==> src/rtl/gwps_pkg.sv <==
`timescale 1ns / 1ps
// ----------------------------------------------------------------------------
// gwps_pkg
// Shared constants, codes and types for the grid word path search unit.
// ----------------------------------------------------------------------------
package gwps_pkg;

  localparam int MAX_ROWS = 8;
  localparam int MAX_COLS = 8;
  localparam int MAX_WORD = 16;

  localparam int ROW_W   = 3;
  localparam int COL_W   = 3;
  localparam int CELL_W  = ROW_W + COL_W;
  localparam int CELLS   = MAX_ROWS * MAX_COLS;
  localparam int WIDX_W  = 4;
  localparam int SYM_W   = 8;
  localparam int DIM_W   = 4;
  localparam int LEN_W   = 5;
  localparam int DEPTH_W = 5;
  localparam int DIR_W   = 3;
  localparam int CMD_W   = 2;
  localparam int CFGI_W  = 2;
  localparam int CFGD_W  = 5;

  localparam logic [CMD_W-1:0] CMD_GRID   = 2'd0;
  localparam logic [CMD_W-1:0] CMD_WORD   = 2'd1;
  localparam logic [CMD_W-1:0] CMD_SEARCH = 2'd2;

  localparam logic [CFGI_W-1:0] CFG_ROWS = 2'd0;
  localparam logic [CFGI_W-1:0] CFG_COLS = 2'd1;
  localparam logic [CFGI_W-1:0] CFG_LEN  = 2'd2;

  localparam logic [1:0] DIR_DOWN  = 2'd0;
  localparam logic [1:0] DIR_UP    = 2'd1;
  localparam logic [1:0] DIR_LEFT  = 2'd2;
  localparam logic [1:0] DIR_RIGHT = 2'd3;

  typedef struct packed {
    logic [DIM_W-1:0] rows;
    logic [DIM_W-1:0] cols;
    logic [LEN_W-1:0] len;
  } gwps_cfg_t;

  typedef struct packed {
    logic              start;
    logic [CMD_W-1:0]  cmd;
    logic [ROW_W-1:0]  row;
    logic [COL_W-1:0]  col;
    logic [WIDX_W-1:0] widx;
    logic [SYM_W-1:0]  symbol;
  } gwps_req_t;

  typedef struct packed {
    logic idle;
    logic done;
    logic found;
  } gwps_sts_t;

  typedef struct packed {
    logic              ok;
    logic [CELL_W-1:0] pos;
  } gwps_nbr_t;

endpackage

==> src/rtl/gwps_nbr.sv <==
`timescale 1ns / 1ps
// ----------------------------------------------------------------------------
// gwps_nbr
// Neighbour step unit: next cell in a given direction, with bounds check.
// ----------------------------------------------------------------------------
module gwps_nbr
  import gwps_pkg::*;
(
  input  logic [CELL_W-1:0] cur,
  input  logic [1:0]        dir,
  input  logic [DIM_W-1:0]  rows,
  input  logic [DIM_W-1:0]  cols,
  output gwps_nbr_t         nbr
);

  logic [ROW_W-1:0] tr;
  logic [COL_W-1:0] tc;
  logic [DIM_W-1:0] tr_inc;
  logic [DIM_W-1:0] tc_inc;

  assign tr     = cur[CELL_W-1:COL_W];
  assign tc     = cur[COL_W-1:0];
  assign tr_inc = DIM_W'(tr) + DIM_W'(1);
  assign tc_inc = DIM_W'(tc) + DIM_W'(1);

  always_comb begin
    nbr.ok  = 1'b0;
    nbr.pos = cur;
    unique case (dir)
      DIR_DOWN: begin
        nbr.ok  = (tr_inc < rows);
        nbr.pos = {ROW_W'(tr_inc), tc};
      end
      DIR_UP: begin
        nbr.ok  = (tr != '0);
        nbr.pos = {tr - ROW_W'(1), tc};
      end
      DIR_LEFT: begin
        nbr.ok  = (tc != '0);
        nbr.pos = {tr, tc - COL_W'(1)};
      end
      DIR_RIGHT: begin
        nbr.ok  = (tc_inc < cols);
        nbr.pos = {tr, COL_W'(tc_inc)};
      end
      default: begin
        nbr.ok = 1'b0;
      end
    endcase
  end

endmodule

==> src/rtl/gwps_engine.sv <==
`timescale 1ns / 1ps
// ----------------------------------------------------------------------------
// gwps_engine
// Grid and word stores plus the backtracking search sequencer.
// ----------------------------------------------------------------------------
module gwps_engine
  import gwps_pkg::*;
(
  input  logic      clk,
  input  logic      rst_n,
  input  gwps_cfg_t cfg,
  input  gwps_req_t req,
  input  logic      res_free,
  output gwps_sts_t sts
);

  localparam logic [2:0] S_IDLE   = 3'd0;
  localparam logic [2:0] S_ST_RD  = 3'd1;
  localparam logic [2:0] S_ST_CMP = 3'd2;
  localparam logic [2:0] S_TOP    = 3'd3;
  localparam logic [2:0] S_NB_CMP = 3'd4;
  localparam logic [2:0] S_DONE   = 3'd5;

  logic [SYM_W-1:0]  grid_mem [CELLS];
  logic [SYM_W-1:0]  grid_q_r;
  logic [CELL_W-1:0] rd_addr;

  logic [SYM_W-1:0]  word_r [MAX_WORD];
  logic [CELL_W-1:0] stk_cell_r [MAX_WORD];
  logic [DIR_W-1:0]  stk_dir_r  [MAX_WORD];

  logic [2:0]         state_r, state_nxt;
  logic [ROW_W-1:0]   sr_r, sr_nxt;
  logic [COL_W-1:0]   sc_r, sc_nxt;
  logic [DEPTH_W-1:0] depth_r, depth_nxt;
  logic [CELL_W-1:0]  ncell_r, ncell_nxt;
  logic               found_r, found_nxt;

  logic              stk_we;
  logic [WIDX_W-1:0] stk_waddr;
  logic [CELL_W-1:0] stk_wcell;
  logic [DIR_W-1:0]  stk_wdir;

  logic [DIM_W-1:0]  rows_s, cols_s;
  logic [LEN_W-1:0]  len_s;
  logic [WIDX_W-1:0] top_idx;
  logic [CELL_W-1:0] top_cell;
  logic [DIR_W-1:0]  top_dir;
  logic [CELL_W-1:0] st_cell;
  logic              col_more, row_more;
  logic              nb_seen;
  gwps_nbr_t         nbr;

  assign rows_s   = (cfg.rows > DIM_W'(MAX_ROWS)) ? DIM_W'(MAX_ROWS) : cfg.rows;
  assign cols_s   = (cfg.cols > DIM_W'(MAX_COLS)) ? DIM_W'(MAX_COLS) : cfg.cols;
  assign len_s    = (cfg.len > LEN_W'(MAX_WORD)) ? LEN_W'(MAX_WORD) : cfg.len;
  assign top_idx  = depth_r[WIDX_W-1:0] - WIDX_W'(1);
  assign top_cell = stk_cell_r[top_idx];
  assign top_dir  = stk_dir_r[top_idx];
  assign st_cell  = {sr_r, sc_r};
  assign col_more = (DIM_W'(sc_r) + DIM_W'(1)) < cols_s;
  assign row_more = (DIM_W'(sr_r) + DIM_W'(1)) < rows_s;

  gwps_nbr u_nbr (
    .cur  (top_cell),
    .dir  (top_dir[1:0]),
    .rows (rows_s),
    .cols (cols_s),
    .nbr  (nbr)
  );

  // visited cells are exactly the cells on the live part of the path stack
  always_comb begin
    nb_seen = 1'b0;
    for (int i = 0; i < MAX_WORD; i++) begin
      if (DEPTH_W'(i) < depth_r && stk_cell_r[i] == nbr.pos) begin
        nb_seen = 1'b1;
      end
    end
  end

  always_comb begin
    state_nxt = state_r;
    sr_nxt    = sr_r;
    sc_nxt    = sc_r;
    depth_nxt = depth_r;
    ncell_nxt = ncell_r;
    found_nxt = found_r;
    stk_we    = 1'b0;
    stk_waddr = top_idx;
    stk_wcell = top_cell;
    stk_wdir  = top_dir + DIR_W'(1);
    rd_addr   = st_cell;

    unique case (state_r)
      S_IDLE: begin
        if (req.start && req.cmd == CMD_SEARCH) begin
          sr_nxt = '0;
          sc_nxt = '0;
          if (rows_s == '0 || cols_s == '0 || len_s == '0) begin
            found_nxt = 1'b0;
            state_nxt = S_DONE;
          end else begin
            state_nxt = S_ST_RD;
          end
        end
      end
      S_ST_RD: begin
        rd_addr   = st_cell;
        state_nxt = S_ST_CMP;
      end
      S_ST_CMP: begin
        if (grid_q_r == word_r[0]) begin
          stk_we    = 1'b1;
          stk_waddr = '0;
          stk_wcell = st_cell;
          stk_wdir  = '0;
          depth_nxt = DEPTH_W'(1);
          state_nxt = S_TOP;
        end else if (col_more) begin
          sc_nxt    = sc_r + COL_W'(1);
          state_nxt = S_ST_RD;
        end else if (row_more) begin
          sr_nxt    = sr_r + ROW_W'(1);
          sc_nxt    = '0;
          state_nxt = S_ST_RD;
        end else begin
          found_nxt = 1'b0;
          state_nxt = S_DONE;
        end
      end
      S_TOP: begin
        if (DEPTH_W'(len_s) <= depth_r) begin
          found_nxt = 1'b1;
          state_nxt = S_DONE;
        end else if (top_dir[DIR_W-1]) begin
          // all four directions tried: backtrack
          depth_nxt = depth_r - DEPTH_W'(1);
          if (depth_r == DEPTH_W'(1)) begin
            if (col_more) begin
              sc_nxt    = sc_r + COL_W'(1);
              state_nxt = S_ST_RD;
            end else if (row_more) begin
              sr_nxt    = sr_r + ROW_W'(1);
              sc_nxt    = '0;
              state_nxt = S_ST_RD;
            end else begin
              found_nxt = 1'b0;
              state_nxt = S_DONE;
            end
          end
        end else begin
          stk_we = 1'b1;
          if (nbr.ok && !nb_seen) begin
            rd_addr   = nbr.pos;
            ncell_nxt = nbr.pos;
            state_nxt = S_NB_CMP;
          end
        end
      end
      S_NB_CMP: begin
        if (grid_q_r == word_r[depth_r[WIDX_W-1:0]]) begin
          stk_we    = 1'b1;
          stk_waddr = depth_r[WIDX_W-1:0];
          stk_wcell = ncell_r;
          stk_wdir  = '0;
          depth_nxt = depth_r + DEPTH_W'(1);
        end
        state_nxt = S_TOP;
      end
      S_DONE: begin
        if (res_free) begin
          state_nxt = S_IDLE;
        end
      end
      default: begin
        state_nxt = S_IDLE;
      end
    endcase
  end

  always_ff @(posedge clk) begin
    if (!rst_n) begin
      state_r <= S_IDLE;
      sr_r    <= '0;
      sc_r    <= '0;
      depth_r <= '0;
      ncell_r <= '0;
      found_r <= 1'b0;
    end else begin
      state_r <= state_nxt;
      sr_r    <= sr_nxt;
      sc_r    <= sc_nxt;
      depth_r <= depth_nxt;
      ncell_r <= ncell_nxt;
      found_r <= found_nxt;
    end
  end

  // grid memory: one write port, one registered read port
  always_ff @(posedge clk) begin
    if (state_r == S_IDLE && req.start && req.cmd == CMD_GRID) begin
      grid_mem[{req.row, req.col}] <= req.symbol;
    end
    grid_q_r <= grid_mem[rd_addr];
  end

  always_ff @(posedge clk) begin
    if (state_r == S_IDLE && req.start && req.cmd == CMD_WORD) begin
      word_r[req.widx] <= req.symbol;
    end
    if (stk_we) begin
      stk_cell_r[stk_waddr] <= stk_wcell;
      stk_dir_r[stk_waddr]  <= stk_wdir;
    end
  end

  assign sts.idle  = (state_r == S_IDLE);
  assign sts.done  = (state_r == S_DONE) && res_free;
  assign sts.found = found_r;

endmodule

==> src/rtl/grid_word_path_search_unit.sv <==
`timescale 1ns / 1ps
// ----------------------------------------------------------------------------
// grid_word_path_search_unit
// Grid and word loader with a backtracking word path search.
// ----------------------------------------------------------------------------
//  channel  dir  words                            notes
//  in_      in   command, row, col, index, symbol load or search
//  out_     out  found                            one word per search
//  cfg_     in   rows, cols, word length          write only
//
//  Load commands leave the unit ready for the next input. A search reads and
//  compares each start cell tried, takes stack steps, reads the grid for each
//  free neighbour, and then hands the result over; the grid RAM read port and
//  the single neighbour unit set this pace. Input is held off while a search
//  runs. Reset is synchronous, active low; grid and word contents survive
//  only as written. A stalled result holds the search in its final state.
// ----------------------------------------------------------------------------
module grid_word_path_search_unit
  import gwps_pkg::*;
(
  input  logic              clk,
  input  logic              rst_n,
  input  logic              cfg_we,
  input  logic [CFGI_W-1:0] cfg_index,
  input  logic [CFGD_W-1:0] cfg_wdata,
  input  logic              in_tvalid,
  output logic              in_tready,
  input  logic [23:0]       in_tdata,   // command, cell_row, cell_col, word_index, symbol
  output logic              out_tvalid,
  input  logic              out_tready,
  output logic [7:0]        out_tdata   // found
);

  logic [DIM_W-1:0] rows_r, cols_r;
  logic [LEN_W-1:0] len_r;
  logic             out_tvalid_r;
  logic             out_found_r;
  logic             res_free;
  gwps_cfg_t        cfg;
  gwps_req_t        req;
  gwps_sts_t        sts;

  always_ff @(posedge clk) begin
    if (!rst_n) begin
      rows_r <= DIM_W'(MAX_ROWS);
      cols_r <= DIM_W'(MAX_COLS);
      len_r  <= LEN_W'(1);
    end else if (cfg_we) begin
      unique case (cfg_index)
        CFG_ROWS: rows_r <= cfg_wdata[DIM_W-1:0];
        CFG_COLS: cols_r <= cfg_wdata[DIM_W-1:0];
        CFG_LEN:  len_r  <= cfg_wdata[LEN_W-1:0];
        default: ;
      endcase
    end
  end

  assign cfg.rows = rows_r;
  assign cfg.cols = cols_r;
  assign cfg.len  = len_r;

  assign in_tready  = sts.idle;
  assign req.start  = in_tvalid && in_tready;
  assign req.cmd    = in_tdata[1:0];
  assign req.row    = in_tdata[4:2];
  assign req.col    = in_tdata[7:5];
  assign req.widx   = in_tdata[11:8];
  assign req.symbol = in_tdata[19:12];

  assign res_free = !out_tvalid_r || out_tready;

  gwps_engine u_engine (
    .clk      (clk),
    .rst_n    (rst_n),
    .cfg      (cfg),
    .req      (req),
    .res_free (res_free),
    .sts      (sts)
  );

  always_ff @(posedge clk) begin
    if (!rst_n) begin
      out_tvalid_r <= 1'b0;
    end else if (sts.done) begin
      out_tvalid_r <= 1'b1;
    end else if (out_tready) begin
      out_tvalid_r <= 1'b0;
    end
  end

  always_ff @(posedge clk) begin
    if (sts.done) begin
      out_found_r <= sts.found;
    end
  end

  assign out_tvalid = out_tvalid_r;
  assign out_tdata  = {7'd0, out_found_r};

  a_load_keeps_ready: assert property (@(posedge clk) disable iff (!rst_n)
    (in_tvalid && in_tready && in_tdata[1:0] != CMD_SEARCH) |=> in_tready)
    else $error("load command left the unit busy");

  a_search_goes_busy: assert property (@(posedge clk) disable iff (!rst_n)
    (in_tvalid && in_tready && in_tdata[1:0] == CMD_SEARCH) |=> !in_tready)
    else $error("search accepted without going busy");

  a_done_needs_slot: assert property (@(posedge clk) disable iff (!rst_n)
    sts.done |-> (!out_tvalid || out_tready))
    else $error("result overwrote a pending word");

  a_done_from_busy: assert property (@(posedge clk) disable iff (!rst_n)
    sts.done |-> !in_tready)
    else $error("search finished while idle");

endmodule

==> config.mk <==
export PLATFORM = sky130hd
export DESIGN_NAME = grid_word_path_search_unit
export DESIGN_NICKNAME = d
export VERILOG_FILES = /design/src/rtl/gwps_pkg.sv /design/src/rtl/gwps_nbr.sv /design/src/rtl/gwps_engine.sv /design/src/rtl/grid_word_path_search_unit.sv
export SDC_FILE = /design/constraint.sdc
export NUM_CORES = 1
export LEC_CHECK = 0
export ABC_AREA = 0
export BUFFER_PORTS_ARGS = -buffer_cell sky130_fd_sc_hd__buf_4
export CORE_AREA = 5 5 365 367
export CTS_BUF_LIST = sky130_fd_sc_hd__clkbuf_8
export DETAILED_ROUTE_END_ITERATION = 10
export DIE_AREA = 0 0 370 372
export SYNTH_ARGS = -nofsm -noshare
export SYNTH_HDL_FRONTEND = slang
export SYNTH_HIERARCHICAL = 1
export SYNTH_SLANG_ARGS = --single-unit
==> constraint.sdc <==
create_clock -name clk -period 7.1 [get_ports clk]
set_input_delay 1.065 -clock clk [delete_from_list [all_inputs] [get_ports clk]]
set_output_delay 1.065 -clock clk [all_outputs]
set_load 0.02 [all_outputs]
======== Yosys cells after proc, flatten, opt, wreduce, memory -nomap -nowiden ========
Memories as Yosys holds them, arrays and structs flattened. A register that Yosys moved wholly into a read port is not among the register bits.
Cells that the tools add are included.
word-level totals
  register bits after elaboration ......... 36
  RAM bits ................................ 784
  output and inout bits ................... 10
  word-level logic and storage cells ...... 233
  bits of input ports ..................... 36
  memories ................................ 4
cells by class
  order comparisons ....................... 24
  reduce and logical (&&, ||, !) cells .... 48
  bitwise gates (word level) .............. 2
  eq/ne operators ......................... 44
  add/sub/neg operators ................... 12
  mux-type cells .......................... 88
memories
  memory               words  width  read ports  clocked after Yosys merged registers in  wr ports  line               RTL
  u_engine.grid_mem    64     8      1           1                                        1         gwps_engine.sv:24  logic [SYM_W-1:0] grid_mem [CELLS];
  u_engine.word_r      16     8      2           1                                        1         gwps_engine.sv:28  logic [SYM_W-1:0] word_r [MAX_WORD];
  u_engine.stk_cell_r  16     6      17          0                                        1         gwps_engine.sv:29  logic [CELL_W-1:0] stk_cell_r [MAX_WORD];
  u_engine.stk_dir_r   16     3      1           0                                        1         gwps_engine.sv:30  logic [DIR_W-1:0] stk_dir_r [MAX_WORD];
operators with widths
  cell                   count
  $eq A6 B6 Y1           16
  $mux W3                25
  $lt A4 B5 Y1 const A   8
  $mux W1                36
  $mux W6                6
  $pmux W7 S4            1
  $mux W5                5
  $mux W4                6
  $logic_and A1 B1 Y1    23
  $lt A3 B5 Y1 const A   4
  $pmux W3 S3            2
  $pmux W3 S6            1
  $add A3 B1 Y4 const B  4
  $eq A8 B8 Y1           2
  $lt A4 B4 Y1           4
  $pmux W5 S3            1
  $ne A2 B1 Y1 const B   7
  $pmux W6 S2            1
  $reduce_and A6 Y1      2
  $reduce_bool A3 Y1     4
  $lt A1 B5 Y1 const A   2
  $lt A2 B5 Y1 const A   2
  $add A3 B1 Y3 const B  3
  $eq A2 B2 Y1 const B   4
  30 further kinds       49

======== Logic depth before layout (Yosys ltp) ========
An unclocked memory read counts as a cell.
  depth after elaboration ................. 29
  mapped depth ............................ 29
  depth with buffers taken out ............ 20

======== Modules after synthesis ========
Netlist, hierarchy kept.
modules (own cells, without submodules)
  module                      area each (um^2)  times used  seq. area each (um^2)  cells each
  gwps_engine                 34835.9           1           24203.2                2273
  grid_word_path_search_unit  673.1             1           310.3                  66
  gwps_nbr                    427.9             1           0.0                    58

======== Worst setup path after synthesis ========
OpenSTA, ideal clock, no wires.
  path kind ............................... flip-flop to flip-flop
  from .................................... register u_engine.depth_r[0]
  to ...................................... register u_engine.grid_q_r[6] (read register of u_engine.grid_mem)
  buffers on the path ..................... 6
  clock period less this slack ............ 6402 ps
  data required time ...................... 6982 ps
  arrival time ............................ 6285 ps
  setup slack ............................. 698 ps
  cell stages (with the launch flop) ...... 23
  library setup time ...................... 118 ps
  path through ............................ dfxtp_1 > buf_2 > buf_1 > buf_1 > mux4_2 > mux4_2 > inv_1 > ha_1 > xnor2_1 > o21ai_0 > buf_2 > buf_2 > xor2_1 > nor4_1 > nor4_1 > nand4_1 > nor3_2 > buf_4 > mux2_2 > nor2_1 > o221ai_1 > a311o_1 > o2111a_1
RTL lines
  item                    line                RTL
  start, declared         gwps_engine.sv:35   logic [DEPTH_W-1:0] depth_r, depth_nxt;
  start signal, assigned  gwps_engine.sv:194  depth_r <= depth_nxt;
  end, declared           gwps_engine.sv:25   logic [SYM_W-1:0] grid_q_r;

==> qor.yml <==
grt_setup_unrepaired: "no"
postCtsResizedCells: 0
ios: 46
yosysWarnings: 6
fp.dieW_um: 370
period_share: 0.960
hpwl_mm: 58.1
grt_usage: 0.131
vias_per_cell: 4.92
relSlewSlack: 0.186
clock_latency_ns: 0.80
drt_iter0_markers: 1997
hold_viol_final: 0
synth_flop_cell: "edfxtp_1"
tritoncts: "built"
synthArstFlopShare: 0
final-setup-viol-count: 0
start_util: 0.278
r2r_end: "u_engine/grid_q_r[1]"
postCtsSetupBuffers: 0
core_sq_um: 129000
area_growth_pct: 15.5
fp-row-count: 132
power_density_nw_per_um2: 304
cp-start-kind: "flip-flop"
cp-end-kind: "flip-flop"
clockBufferDepth: 3
synth_seq_area_share: 0.682
clock-sinks: 832
p_leak_nw: 13.6
crit_required_ns: 7.75
root_buffer: "clkbuf_8"
cts_buffers: 137
post-place-ws_ns: 0.169
drc_errors: 0
hold_path.class: "flip-flop to flip-flop"
clkTransAtPathRegs_ns: 0.06
grt-ovfl-total: 0
final.setup.tns_ns: 0
gp_congestion: 0.831
fin_worst_skew_ns: 0.0487
dr.pass1.iters: 5
synth_cell_type_count: 86
synth_edf_count: 785
antenna_found_initial: 4
grt_max_degree: 81
wirelength_mm: 92.2
peakVddDrop_mv: 0.215
fmax_mhz: 147
hold_buffers: 0
num-nets-final: 2603
portBuffers: 34
first_global_vias: 21000
whs_ns: 0.461
slew_viol_final: 0
grt_first_pass_wirelength_mm: 136
cp.arrival_ns: 7.47
drive_gt1_frac: 0.181
status: "finished clean"
path_class: "flip-flop to flip-flop"
reg2reg_depth: 22
wire_per_inst_um: 21.0
period_needed_ns: 6.82
syn-cell-area_sq_um: 35900
startpoint: "u_engine/depth_r[0]"
r2r_start: "u_engine/depth_r[0]"
whs_path_depth: 2
worst_slack_ns: 0.283
tightest_slew_ns: 1.22
syn_avg_cell_area_sq_um: 15.0
synthCells: 2397
crit_end: "u_engine/grid_q_r[1]"
rrSetupSlack_ns: 0.28
cap_viol_max_count: 0
postRouteAntennaNets: 0
dieArea_sq_um: 138000
worstPathMaxFanout: 36
cts_max_level: 4
die_y_um: 372
via_count: 21600
ys_seq_elements: 832
## registers in the layout (all words and copies together), names as in the netlist, named ones only
register,flops
u_engine/depth_r,5
u_engine/found_r,1
len_r,5
rows_r,4
u_engine/sr_r,3
u_engine/grid_q_r,8
u_engine/state_r,3
out_tvalid,1
u_engine/stk_cell_r,96
out_found_r,1
cols_r,4
u_engine/stk_dir_r,48
u_engine/ncell_r,6
u_engine/sc_r,3
u_engine/grid_mem,512
u_engine/word_r,128
## how the worst min path moves through the flow
stage | start | end | slack, ns
global route | u_engine/ncell_r[5] | u_engine/ncell_r[5] | 0.47
detailed placement | u_engine/ncell_r[0] | u_engine/ncell_r[0] | 0.45
floorplan | u_engine/ncell_r[1] | u_engine/ncell_r[1] | 0.44
finish | u_engine/ncell_r[0] | u_engine/ncell_r[0] | 0.46
CTS | u_engine/ncell_r[5] | u_engine/ncell_r[5] | 0.46
global placement | u_engine/ncell_r[3] | u_engine/ncell_r[3] | 0.45
## placed cells by master (no fill, tap or decap), drive strengths merged, types with 27 or more instances in the layout
| master | netlist | routed |
|---|---|---|
| edfxtp | 785 | 785 |
| nand2 | 167 | 167 |
| buf | 95 | 161 |
| clkbuf | 70 | 143 |
| mux2i | 132 | 132 |
| nor2 | 131 | 131 |
| nand3 | 107 | 107 |
| inv | 35 | 96 |
| xnor2 | 89 | 89 |
| a21oi | 86 | 86 |
| mux4 | 79 | 79 |
| o21ai | 74 | 74 |
| a211oi | 59 | 59 |
| and3 | 57 | 57 |
| dfxtp | 47 | 47 |
| xor2 | 36 | 36 |
| clkinv | 1 | 36 |
| a311o | 31 | 31 |
| ha | 29 | 29 |
| nand4 | 27 | 27 |
## cells in the mapped netlist, types with 12 or more instances
master,n,area [sq um]
edfxtp_1,785,23600
nand2_1,165,619
mux2i_1,132,1320
nor2_1,130,488
nand3_1,106,531
xnor2_1,87,762
a21oi_1,86,430
mux4_2,79,1780
o21ai_0,72,360
clkbuf_1,70,263
buf_2,61,305
a211oi_1,59,443
and3_1,57,357
dfxtp_1,47,941
xor2_1,36,315
inv_1,35,131
a311o_1,31,310
ha_1,29,363
nand4_1,25,156
a22o_1,24,210
o221a_2,24,270
buf_4,18,135
nor2b_1,18,113
o311ai_1,17,149
nand2b_1,15,93.8
nor3_1,14,70.1
buf_1,13,48.8
nor4_1,12,75.1
## through the flow
| stage | utilization | area [sq um] | total power [mW] | instances |
|---|---|---|---|---|
| after detailed placement | 0.302 | 39000 | 8.87 | 4141 |
| after global routing | 0.321 | 41500 | 13.2 | 4387 |
| after CTS | 0.321 | 41500 | 12.7 | 4386 |
| after global placement | 0.302 | 39000 | 8.85 | 4141 |
| after floorplan | - | 36000 | 7.67 | 2403 |
| final | 0.321 | 41500 | 12.6 | 4387 |
## routing by layer
layer  track usage  share of wire
met3        0.0347          0.078
met1         0.181           0.44
met4        0.0446          0.027
met5             0              0
met2         0.200           0.46
## cell type report
| type | count | area (sq um) |
|---|---|---|
| Antenna cell | 1 | 2.50 |
| Multi-Input combinational cell | 1370 | 10700 |
| Clock buffer | 143 | 1970 |
| Clock inverter | 102 | 536 |
| Sequential cell | 832 | 24500 |
| Fill cell | 12700 | 87600 |
| Inverter | 36 | 135 |
| Tap cell | 1742 | 2180 |
| Timing Repair Buffer | 161 | 1510 |
## worst max-delay path: stages, from the launching register on
cell	delay, ns
dfxtp_2	0.36
inv_1	0.06
ha_1	0.37
buf_12	0.22
buf_4	0.17
buf_4	0.14
mux4_2	0.34
mux4_2	0.58
o21ai_2	0.84
buf_4	0.30
xnor2_1	0.12
nand4_1	0.10
o32ai_1	0.36
o21ai_0	0.19
and4_1	0.37
buf_4	0.20
nand4_1	0.15
buf_12	0.23
nand2_2	0.30
a211oi_1	0.34
o21ai_0	0.21
a311o_1	0.43
and4_1	0.24
## logic make-up (layout without fill, tap and decap cells)
logic type / Yosys count / after routing / synth area share
AO/OA/AOI/OAI: 399 / 399 / 0.0808
adder cells (fa/ha/maj): 29 / 29 / 0.0101
AND/OR/NAND/NOR: 595 / 595 / 0.0827
flip-flops: 832 / 832 / 0.682
buffers and inverters: 201 / 442 / 0.0256
XOR/XNOR: 125 / 125 / 0.0309
other: 1 / 8 / 0.000104
multiplexers: 215 / 215 / 0.0876
## where the power goes
group / switching [mW] / internal [mW] / total, mW
clock: 1.92 / 1.93 / 3.85
combinational: 1.85 / 1.28 / 3.14
sequential: 0.0338 / 5.60 / 5.64
Power figures use the tool's default switching activity.
